<file path="config.mk">
export PLATFORM = sky130hd
export DESIGN_NAME = tnsg_wrap
export DESIGN_NICKNAME = d
export VERILOG_FILES = /design/src/rtl/tnsg_pkg.sv /design/src/rtl/tnsg_wrap.sv
export SDC_FILE = /design/constraint.sdc
export NUM_CORES = 1
export LEC_CHECK = 0
export ABC_AREA = 0
export BUFFER_PORTS_ARGS = -buffer_cell sky130_fd_sc_hd__buf_2
export CAP_MARGIN = 25
export CORE_UTILIZATION = 40
export DETAILED_ROUTE_END_ITERATION = 12
export HOLD_SLACK_MARGIN = 0.15
export PLACE_DENSITY_LB_ADDON = 0.25
export REMOVE_ABC_BUFFERS = 1
export SLEW_MARGIN = 20
export SYNTH_ARGS = -nofsm -noshare
export SYNTH_HDL_FRONTEND = slang
export SYNTH_SLANG_ARGS = --single-unit
</file>
<file path="constraint.sdc">
create_clock -name i_clk -period 10.6 [get_ports i_clk]
set_clock_uncertainty 0.05 [all_clocks]
set_input_delay 0.53 -clock i_clk [delete_from_list [all_inputs] [get_ports i_clk]]
set_output_delay 0.53 -clock i_clk [all_outputs]
set_load 0.01 [all_outputs]
</file>
<file path="src/rtl/tnsg_pkg.sv">
// types, constants and elaboration-time tables of the texture sampling unit
// no dependencies
`default_nettype none

package tnsg_pkg;

    typedef enum logic {
        REQ_LOAD   = 1'b0,
        REQ_SAMPLE = 1'b1
    } t_req_type;

    typedef enum logic [1:0] {
        CFG_TEX_WIDTH  = 2'd0,
        CFG_TEX_HEIGHT = 2'd1,
        CFG_GAMMA_EXP  = 2'd2
    } t_cfg_idx;

    typedef struct packed {
        t_req_type          req_type;
        logic [7:0]         texel_col;
        logic [7:0]         texel_row;
        logic [7:0]         in_red;
        logic [7:0]         in_green;
        logic [7:0]         in_blue;
        logic signed [31:0] coord_u;
        logic signed [31:0] coord_v;
    } t_req;

    typedef struct packed {
        logic [15:0] lin_red;
        logic [15:0] lin_green;
        logic [15:0] lin_blue;
    } t_res;

    // item travelling beside the coordinate pipelines
    typedef struct packed {
        logic        is_load;
        logic [7:0]  col;
        logic [7:0]  row;
        logic [23:0] texel;
    } t_slot;

    localparam int SIZE_W      = 9;
    localparam int GAMMA_W     = 15;
    localparam int CHAN_W      = 8;
    localparam int TEXEL_W     = 3 * CHAN_W;
    localparam int LIN_W       = 16;
    localparam int NL_W        = 19;
    localparam int Y_W         = NL_W + GAMMA_W - 12;
    localparam int M_W         = 33;
    localparam int FAC_W       = 32;
    localparam int MAG_W       = 24;
    localparam int EXP_STEPS   = 16;
    localparam int REM_PER_STG = 4;
    localparam int REM_STAGES  = MAG_W / REM_PER_STG;
    localparam int WRAP_LAT    = REM_STAGES + 3;
    localparam int RAM_LAT     = 1;
    localparam int DEC_LAT     = EXP_STEPS + 3;
    localparam int TOTAL_LAT   = WRAP_LAT + RAM_LAT + DEC_LAT;

    localparam logic [SIZE_W-1:0]  SIZE_RESET  = 9'd256;
    localparam logic [GAMMA_W-1:0] GAMMA_RESET = 15'd9011;
    localparam logic [CHAN_W-1:0]  CHAN_FULL   = 8'd255;

    typedef logic [EXP_STEPS-1:0][FAC_W-1:0] t_fac_tab;
    typedef logic [255:0][NL_W-1:0]          t_nl_tab;

    // floor square root, one result bit per step
    function automatic logic [63:0] isqrt64(input logic [63:0] x);
        logic [63:0] rem;
        logic [63:0] res;
        logic [63:0] bitv;
        rem  = x;
        res  = 64'd0;
        bitv = 64'd1 << 62;
        for (int i = 0; i < 32; i++) begin
            if (rem >= res + bitv) begin
                rem = rem - (res + bitv);
                res = (res >> 1) + bitv;
            end else begin
                res = res >> 1;
            end
            bitv = bitv >> 2;
        end
        return res;
    endfunction

    // factors 2^32 * 2^(-2^-(i+1)) by repeated square roots
    function automatic t_fac_tab build_factors();
        t_fac_tab    tab;
        logic [63:0] p;
        p      = isqrt64(64'd1 << 63);
        tab[0] = p[FAC_W-1:0];
        for (int i = 1; i < EXP_STEPS; i++) begin
            p      = isqrt64({p[31:0], 32'd0});
            tab[i] = p[FAC_W-1:0];
        end
        return tab;
    endfunction

    // -log2(c/255) in Q3.16 by normalize and repeated squaring
    function automatic logic [NL_W-1:0] neg_log2(input logic [CHAN_W-1:0] c);
        logic [63:0] x;
        logic [63:0] r;
        logic [3:0]  e;
        logic [15:0] frac;
        logic [19:0] nl;
        if (c == '0) begin
            return '0;
        end
        // ratio c/255 in Q2.30: reciprocal (2^32 - 1) / 255, then one correction
        x = {56'd0, c} << 30;
        r = (x * 64'd16843009) >> 32;
        if ((r + 64'd1) * {56'd0, CHAN_FULL} <= x) begin
            r = r + 64'd1;
        end
        e = 4'd0;
        for (int i = 0; i < 8; i++) begin
            if (r < (64'd1 << 30)) begin
                r = r << 1;
                e = e + 4'd1;
            end
        end
        frac = 16'd0;
        for (int i = 0; i < 16; i++) begin
            r    = (r * r) >> 30;
            frac = {frac[14:0], 1'b0};
            if (r >= (64'd1 << 31)) begin
                r       = r >> 1;
                frac[0] = 1'b1;
            end
        end
        nl = {e, 16'd0} - {4'd0, frac};
        return nl[NL_W-1:0];
    endfunction

    function automatic t_nl_tab build_nl_tab();
        t_nl_tab tab;
        for (int c = 0; c < 256; c++) begin
            tab[c] = neg_log2(8'(c));
        end
        return tab;
    endfunction

    localparam t_fac_tab EXP_FACTOR = build_factors();
    localparam t_nl_tab  NEG_LOG2   = build_nl_tab();

endpackage

`default_nettype wire

</file>
<file path="src/rtl/tnsg_wrap.sv">
// coordinate to texel index: scale, truncate, repeat-wrap, optional flip
// depends on tnsg_pkg
`default_nettype none

module tnsg_wrap (
    input  wire logic                              i_clk,
    input  wire logic signed [31:0]                i_coord,
    input  wire logic [tnsg_pkg::SIZE_W-1:0]       i_size,
    input  wire logic                              i_flip,
    output logic      [tnsg_pkg::SIZE_W-1:0]       o_index
);

    localparam int SW = tnsg_pkg::SIZE_W;
    localparam int MW = tnsg_pkg::MAG_W;
    localparam int NS = tnsg_pkg::REM_STAGES;
    localparam int PW = 32 + SW + 1;

    logic signed [SW:0]   w_scale;
    logic signed [PW-1:0] r_prod;
    logic [PW-1:0]        w_abs;
    logic [MW-1:0]        r_mag;
    logic                 r_neg;
    logic [SW-1:0]        r_rem  [NS];
    logic [MW-1:0]        r_bits [NS];
    logic                 r_sgn  [NS];
    logic [SW-1:0]        w_idx;
    logic [SW-1:0]        r_index;

    // scale by size minus one
    assign w_scale = $signed({1'b0, i_size - {{(SW-1){1'b0}}, 1'b1}});

    always_ff @(posedge i_clk) begin
        r_prod <= i_coord * w_scale;
    end

    // magnitude of the product truncated toward zero
    assign w_abs = r_prod[PW-1] ? PW'(-r_prod) : PW'(r_prod);

    always_ff @(posedge i_clk) begin
        r_mag <= w_abs[MW+15:16];
        r_neg <= r_prod[PW-1];
    end

    // restoring remainder, a few bits per stage
    for (genvar k = 0; k < NS; k++) begin : g_rem
        logic [SW-1:0] w_rem_in;
        logic [MW-1:0] w_bits_in;
        logic          w_sgn_in;
        logic [SW-1:0] w_rem_out;
        logic [MW-1:0] w_bits_out;

        if (k == 0) begin : g_first
            assign w_rem_in  = '0;
            assign w_bits_in = r_mag;
            assign w_sgn_in  = r_neg;
        end else begin : g_next
            assign w_rem_in  = r_rem[k-1];
            assign w_bits_in = r_bits[k-1];
            assign w_sgn_in  = r_sgn[k-1];
        end

        always_comb begin
            logic [SW:0]   t;
            logic [SW-1:0] rem;
            logic [MW-1:0] bits;
            rem  = w_rem_in;
            bits = w_bits_in;
            for (int j = 0; j < tnsg_pkg::REM_PER_STG; j++) begin
                t    = {rem, bits[MW-1]};
                bits = {bits[MW-2:0], 1'b0};
                if (t >= {1'b0, i_size}) begin
                    t = t - {1'b0, i_size};
                end
                rem = t[SW-1:0];
            end
            w_rem_out  = rem;
            w_bits_out = bits;
        end

        always_ff @(posedge i_clk) begin
            r_rem[k]  <= w_rem_out;
            r_bits[k] <= w_bits_out;
            r_sgn[k]  <= w_sgn_in;
        end
    end

    // negative remainder folds back into range, then optional flip
    always_comb begin
        logic [SW-1:0] idx;
        idx = (r_sgn[NS-1] && r_rem[NS-1] != '0) ? i_size - r_rem[NS-1] : r_rem[NS-1];
        w_idx = i_flip ? i_size - {{(SW-1){1'b0}}, 1'b1} - idx : idx;
    end

    always_ff @(posedge i_clk) begin
        r_index <= w_idx;
    end

    assign o_index = r_index;

endmodule

`default_nettype wire

</file>
# Yosys cells after proc, flatten, opt, wreduce, memory -nomap -nowiden
# Memory sizes are Yosys's and may differ from the RTL's.
# Index checks and enable logic that the tools add are counted.
# W data, S select, Z words.
[totals] register_bits=76 output_inout_bits=9 elab_cells=89 mem_count=3 ram_bits=180
[memory_table] memory="r_bits" depth=6 word_bits=20 rd=5 rd_clocked_by_memory_dff=0 wr=6 line_no="tnsg_wrap.sv:24" source="logic [MW-1:0] r_bits [NS];"
[memory_table] memory="r_rem" depth=6 word_bits=9 rd=6 rd_clocked_by_memory_dff=0 wr=6 line_no="tnsg_wrap.sv:23" source="logic [SW-1:0] r_rem [NS];"
[memory_table] memory="r_sgn" depth=6 word_bits=1 rd=6 rd_clocked_by_memory_dff=0 wr=6 line_no="tnsg_wrap.sv:25" source="logic r_sgn [NS];"
[op_classes] mul=1 n_reduce_logical=2 order_cmp=24 addsub=28 mux=27
[op_table] op="$mux W9" n=26
[op_table] op="$ge A10 B9 Y1" n=23
[op_table] op="$sub A9 B9 Y9" n=25
[op_table] op="$mul A32 B10 Y42" n=1
[op_table] op="$mux W40" n=1
[op_table] op="$neg A40 Y40" n=1
[op_table] op="$ge A1 B9 Y1" n=1
[op_table] op="$reduce_bool A9 Y1" n=1
[op_table] op="$sub A1 B9 Y9" n=1
[op_table] op="$sub A9 B1 Y9 const B" n=1
[op_table] op="$logic_and A1 B1 Y1" n=1

# Longest topological paths before layout
# Gate-level depths: netlist of the first run.
# An unclocked memory read counts as a cell.
[depth] depth_word=9 mapped_depth=40

# Worst setup path after synthesis of the first run
# No wires, ideal clock.
[synth_path] path_kind="input to register" startpoint="input port i_size[1] (netlist bit)" endpoint="memory r_rem[4][1] (netlist bit)" path_slack_ns=1.005 path_stages=36 arrival_ns=9.424 setup_ns=0.121 path_cell_list="inv_1 -> fa_1 -> a21o_1 -> a21oi_1 -> o211a_1 -> o21ai_0 -> clkbuf_1 -> mux2_2 -> ha_1 -> a21o_1 -> a21o_1 -> a21o_1 -> o21ai_0 -> o211ai_1 -> clkbuf_1 -> nor2_1 -> a21oi_1 -> fa_1 -> a21o_1 -> a21oi_1 -> o221ai_1 -> o21bai_1 -> a21oi_1 -> and4_1 -> clkbuf_1 -> mux2_2 -> ha_1 -> a21o_1 -> a21oi_1 -> nor2_1 -> nor2_1 -> nand2_1 -> o21ai_0 -> o2111ai_1 -> mux2i_2 -> mux2_2"
[synth_lines] item="start: declaration" line_no="tnsg_wrap.sv:8" source="input wire logic [tnsg_pkg::SIZE_W-1:0] i_size,"
[synth_lines] item="end: declaration" line_no="tnsg_wrap.sv:23"

==> flow_metrics.py, run 1 <==
metrics = {
    "job": {
        "maxCapViolCount": 0,
    },
    "sta": {
        "rsz0062_at_grt": "false",
        "post-route-min-period_ns": 9.440,
        "finalMaxSlewViolations": 0,
        "relSlewSlack_pct": 42.78,
        "setup_violations": 0,
        "layout_setup_ws_ns": 1.160,
        "fmax_mhz": 105.9,
        "tns_ns": 0,
        "tightest_slew_ns": 0.8583,
        "period_share_pct": 89.06,
        "hold_ws_ns": 0.2664,
        "final-hold-violation-count": 0,
    },
    "route": {
        "antenna_left": 0,
        "via_per_inst": 5.290,
        "wl_met2_um": 31590,
        "vias": 20280,
        "wl_met3_um": 2044,
        "drt-pass1-iter-count": 7,
        "top_layer": "met4",
        "drtIter0Drc": 1061,
        "wl_met1_um": 29500,
        "drc": 0,
        "wl_um": 64600,
        "wl_per_cell_um": 16.85,
    },
    "clock_network": {
        "cts_tree": "yes",
        "cts_root_buf": "clkbuf_16",
        "post-cts-setup-buffer-count": 0,
        "clk_pin_slew_ns": 0.08,
        "clock_latency_ns": 0.44,
        "clock-sinks": 195,
        "ctsHoldBuffers": 0,
        "h-tree-depth": 4,
        "cts_resized": 0,
        "clock_path_buffers": 2,
        "numCtsBuffers": 17,
    },
    "critical_path": {
        "critPathCaptureType": "flop",
        "r2r_start": "r_bits[1][19]",
        "reg2reg_depth": 33,
        "cpPeakStageDelay_ns": 0.65,
        "worstSetupPathType": "in -> reg",
        "cp_data_required_time_ns": 10.88,
        "path_max_fanout": 14,
        "crit_top_cell": "a21oi_1",
        "cp_slowest_cell": "nor4b_4",
        "setup.worst_path.start_class": "input port",
        "reg2reg_to": "r_rem[2][2]",
        "cp_data_arrival_time_ns": 9.72,
        "ff2ff_setup_slack_ns": 1.57,
    },
    "finish": {
        "layout.cells.non_filler": 3834,
        "diodes": 0,
        "drive_gt1_share_pct": 9.170,
        "nets": 3593,
        "area_growth_syn_to_layout_pct": 7.922,
    },
    "placement": {
        "placed_cells": 3803,
        "pre_cts_ws_ns": 0.7549,
        "dp.final_hpwl_um": 52010,
        "io_buffers": 51,
        "gp_congestion": 0.8841,
    },
    "min_path": {
        "hold_end": "r_bits[2][17]",
        "min_from": "r_bits[1][13]",
        "hold_class": "reg -> reg",
        "holdPathStages": 0,
    },
    "floorplan": {
        "die_w_um": 256.5,
        "pin_count": 52,
        "initial_core_util_pct": 40.77,
        "rows": 92,
        "die_h_um": 256.5,
        "die_area_mm2": 0.06578,
        "core-area_mm2": 0.06354,
    },
    "logic_synthesis": {
        "synth_top_family_by_area": "adder cells",
        "ys.flop_type": "dfxtp_1",
        "avgSynthCellArea_um2": 8.847,
        "syn-instance-count": 2928,
        "ys_seq_area_share_pct": 15.07,
        "synthSimpleGateAreaFrac_pct": 15.33,
        "synth_xor_area_share_pct": 7.255,
        "synth-seq-cells": 195,
        "yosys_warnings": 0,
        "synth_compound_area_share_pct": 14.31,
        "synthAdderAreaFrac_pct": 35.23,
        "synth_mux_area_share_pct": 6.159,
        "syn_area_mm2": 0.02590,
        "synth_cell_types": 78,
        "async_flop_share_pct": 0,
        "synth-edff-count": 0,
    },
    "global_routing": {
        "grt_usage_pct": 20.02,
        "grt_pass1_wl_um": 107900,
        "grt_pass1_vias": 21390,
        "grt_remaining_overflow": 0,
        "antenna_found_initial": 1,
        "grt_start_max_net_pins": 34,
    },
    "outcome": {
        "outcome": "complete, no violations",
    },
}
cell usage after synthesis, drive strengths merged, types with 35 or more instances:
cell type / instances / share of area (%)
inv: 396 / 5.7
ha: 315 / 15
fa: 259 / 20
nand2: 208 / 3.0
dfxtp: 195 / 15
a21oi: 183 / 3.5
o21ai: 142 / 2.8
xnor2: 138 / 4.7
nor2b: 135 / 3.3
nor2: 128 / 1.9
mux2: 117 / 5.1
and2: 100 / 2.4
a21o: 82 / 2.4
xor2: 74 / 2.5
clkbuf: 53 / 0.77
nand4: 36 / 0.87
nor3: 35 / 0.68
layout make-up:
type,count,area [um2]
Sequential cell,195,3904
Tap cell,846,1059
Clock inverter,13,163.9
Inverter,396,1486
Clock buffer,18,429.2
Fill cell,6175,35590
Timing Repair Buffer,90,560.5
Multi-Input combinational cell,2276,20350
how the worst max path moves through the flow:
| stage | start | to | slack, ns |
|---|---|---|---|
| floorplan | i_size[1] | r_rem[4][1] | 0.85 |
| global placement | i_size[2] | r_rem[3][4] | 0.89 |
| detailed placement | i_size[2] | r_rem[3][1] | 0.75 |
| CTS | i_size[2] | r_rem[3][1] | 1.19 |
| global route | i_size[2] | r_rem[3][4] | 0.29 |
| finish | i_size[2] | r_rem[3][2] | 1.16 |
layout by cell type (no fill, tap or decap), types with 35 or more instances in the layout:
cell,Yosys,routed
nand4_1,36,36
ha_1,315,315
and2_1,100,100
xor2_1,74,73
o21ai_0,141,141
fa_1,259,259
buf_4,0,38
a21oi_1,183,183
nor3_1,35,35
nand2_1,208,208
xnor2_1,138,132
buf_2,5,51
mux2_2,116,116
dfxtp_1,195,195
a21o_1,82,82
nor2_1,127,127
inv_1,396,395
nor2b_1,135,135
metal layers:
metal  vias to the layer above  track usage [%]
met5                         -                0
met4                         0            5.837
met3                        72            1.631
met2                       338            35.52
met1                      9920            25.83
li1                       9950                -
metrics by stage:
| step | utilization [%] | cell area [um2] |
|---|---|---|
| finish | 44.00 | 27960 |
| global route | 44.00 | 27960 |
| CTS | 44.00 | 27960 |
| detailed placement | 43.06 | 27360 |
| global placement | 43.06 | 27360 |
| floorplan | - | 25670 |
cells by family (layout without fill, tap and decap cells):
logic type      after synthesis  after routing
buf+inv                     457            517
simple gates                763            763
flops                       195            195
fa+ha+maj                   574            574
mux                         144            144
compound gates              582            582
xor+xnor                    213            213
flip-flops by register name, summed over array words and instances (netlist names):
signal / cells
g_rem.w_bits_in: 24
g_rem.w_sgn_in: 1
o_index: 9
r_bits: 60
r_prod: 41
r_rem: 54
r_sgn: 6
worst max-delay path: cells and delay by family:
| family | cells | cell delay [ns] |
|---|---|---|
| compound gates | 16 | 3.43 |
| simple gates | 9 | 2.37 |
| fa+ha+maj | 4 | 1.67 |
| buf+inv | 3 | 0.96 |
| mux | 2 | 0.73 |
Power of run 1 is not shown: default switching activity piles up to over one toggle a cycle in this logic, so the estimate is an artifact.
==> inputs of run 2 (changes only) <==
--- a/config.mk
+++ b/config.mk
@@ -9,6 +9,7 @@
 export BUFFER_PORTS_ARGS = -buffer_cell sky130_fd_sc_hd__buf_2
 export CAP_MARGIN = 25
 export CORE_UTILIZATION = 40
+export CTS_BUF_LIST = sky130_fd_sc_hd__clkbuf_4 sky130_fd_sc_hd__clkbuf_8
 export DETAILED_ROUTE_END_ITERATION = 12
 export HOLD_SLACK_MARGIN = 0.15
 export PLACE_DENSITY_LB_ADDON = 0.25
==> constraint.sdc (replaced) <==
create_clock -name i_clk -period 7.68 [get_ports i_clk]
set_clock_uncertainty 0.05 [all_clocks]
set_input_delay 0.384 -clock i_clk [delete_from_list [all_inputs] [get_ports i_clk]]
set_output_delay 0.384 -clock i_clk [all_outputs]
set_load 0.01 [all_outputs]
==> flow_metrics.py, run 2 (synthesis gave the netlist of run 1 again) <==
metrics = {
    "route": {
        "wl_per_cell_um": 16.47,
        "via_per_inst": 5.134,
        "wl_um": 71880,
        "drt-pass1-iter-count": 5,
        "drtIter0Drc": 832,
        "drc": 0,
        "vias": 22410,
        "antenna_left": 0,
    },
    "clock_network": {
        "clock_path_buffers": 2,
        "numCtsBuffers": 17,
        "clock_latency_ns": 0.52,
        "h-tree-depth": 4,
        "clk_pin_slew_ns": 0.12,
        "clock-sinks": 195,
        "cts_root_buf": "clkbuf_8",
        "cts_tree": "yes",
    },
    "global_routing": {
        "grt_pass1_wl_um": 117700,
        "grt_start_max_net_pins": 33,
        "grt_pass1_vias": 23520,
        "grt_usage_pct": 21.81,
        "grt_remaining_overflow": 0,
        "antenna_found_initial": 0,
    },
    "sta": {
        "relSlewSlack_pct": 42.30,
        "tightest_slew_ns": 0.8613,
        "layout_setup_ws_ns": 0.1548,
        "rsz0062_at_grt": "true",
        "final-hold-violation-count": 0,
        "fmax_mhz": 132.9,
        "post-route-min-period_ns": 7.525,
        "setup_violations": 0,
        "finalMaxSlewViolations": 0,
        "period_share_pct": 97.98,
    },
    "critical_path": {
        "startpoint": "r_bits[1][19]",
        "reg2reg_depth": 35,
        "ff2ff_setup_slack_ns": 0.15,
        "critPathCaptureType": "flop",
        "reg2reg_to": "r_rem[2][3]",
        "setup.worst_path.start_class": "flop",
        "cp_data_arrival_time_ns": 7.90,
        "cpPeakStageDelay_ns": 0.50,
        "cp_slowest_cell": "a2111o_1",
        "cp_num_buf_inv": 5,
        "r2r_start": "r_bits[1][19]",
        "cp_data_required_time_ns": 8.06,
        "crit_top_cell": "a21o_1",
        "path_max_fanout": 6,
        "crit_family": "compound AO/OA/AOI/OAI gates",
        "worstSetupPathType": "reg -> reg",
    },
    "floorplan": {
        "die_h_um": 256.5,
        "initial_core_util_pct": 40.77,
        "core-area_mm2": 0.06354,
        "rows": 92,
        "die_area_mm2": 0.06578,
        "pin_count": 52,
        "die_w_um": 256.5,
    },
    "placement": {
        "pre_cts_ws_ns": -0.7970,
        "gp_congestion": 0.9049,
        "dpl-instance-area_mm2": 0.03108,
        "dp.final_hpwl_um": 58520,
        "placed_cells": 4284,
        "io_buffers": 51,
    },
    "min_path": {
        "min_from": "r_bits[3][15]",
        "hold_class": "reg -> reg",
        "holdPathStages": 0,
        "hold_end": "r_bits[4][19]",
    },
    "finish": {
        "drive_gt1_share_pct": 26.61,
        "largest_reg_flops": 60,
        "top_register": "r_bits",
        "reg_top3": "r_bits (60), r_rem (54), r_prod (41)",
        "area_growth_syn_to_layout_pct": 26.98,
        "final_common_cell": "buf_4",
        "mostFrequentLayoutCells": "buf_4, inv_1, ha_1, fa_1, nand2_1",
        "nets": 4122,
        "design_area_mm2": 0.03289,
        "layout.cells.non_filler": 4365,
        "fin_util_pct": 51.76,
    },
    "outcome": {
        "outcome": "complete, no violations",
    },
    "job": {
        "maxCapViolCount": 0,
    },
}
run 2: cell types whose count changed in the layout (fill, tap and decap cells not counted), moves of 12 or more:
cell / change
a21oi_1: -38
mux2_2: -27
ha_4: +26
o21ai_0: -32
clkbuf_8: +17
buf_6: +14
ha_1: -27
clkbuf_16: -16
fa_1: -12
a21oi_2: +31
fa_2: +12
mux2_4: +27
buf_4: +499
o21ai_1: +22
run 2: metal layers:
layer / global-route usage, % / up-vias / share of wire [%]
li1: - / 11010 / -
met5: 0 / - / 0
met3: 2.007 / 89 / 2.8
met2: 39.27 / 368 / 50
met4: 4.977 / 0 / 1.9
met1: 28.04 / 10940 / 46
run 2: how the worst max path moves through the flow:
stage	end	cells past startpoint
floorplan	r_rem[4][1]	33
global placement	r_rem[3][8]	35
detailed placement	r_rem[3][3]	36
CTS	r_rem[4][2]	39
global route	r_rem[3][3]	36
finish	r_rem[2][3]	35
run 2: repair_timing:
| item | 4_1_cts | 5_1_grt |
|---|---|---|
| gates cloned | 1 | 3 |
| hold buffers | 2 | 0 |
| pin swaps | 19 | 95 |
| setup endpoints to repair | 45 | 46 |
| setup buffers | 11 | 31 |
| endpoints found under the hold margin | 2 | 0 |
| resized for setup | 58 | 183 |
run 2: layout make-up:
cell class | instances | area (um2)
Timing Repair Buffer | 618 | 4740
Clock buffer | 17 | 234.0
Clock inverter | 15 | 192.7
Sequential cell | 195 | 3908
Inverter | 396 | 1486
Multi-Input combinational cell | 2277 | 21270
Fill cell | 5860 | 30650
Antenna cell | 1 | 2.502
Tap cell | 846 | 1059
run 2: worst reg2reg max path, delay by kind of cell, from the launching register on:
kind	cells	cell delay, ns
adders and majority gates	5	1.24
buffers and inverters	5	0.65
DFF	1	0.34
AOI/OAI and AO/OA	17	3.12
and+or+nand+nor	5	1.10
muxes	3	0.95
run 2: through the flow:
stage	hold slack [ns]	TNS, ns
6_report	0.2879	0
5_1_grt	0.2931	-2.776
4_1_cts	0.2904	0
3_5_place_dp	0.2621	-30.81
3_3_place_gp	0.2603	-18.71
2_1_floorplan	0.2596	-63.74
Power of run 2 is left out for the same reason.
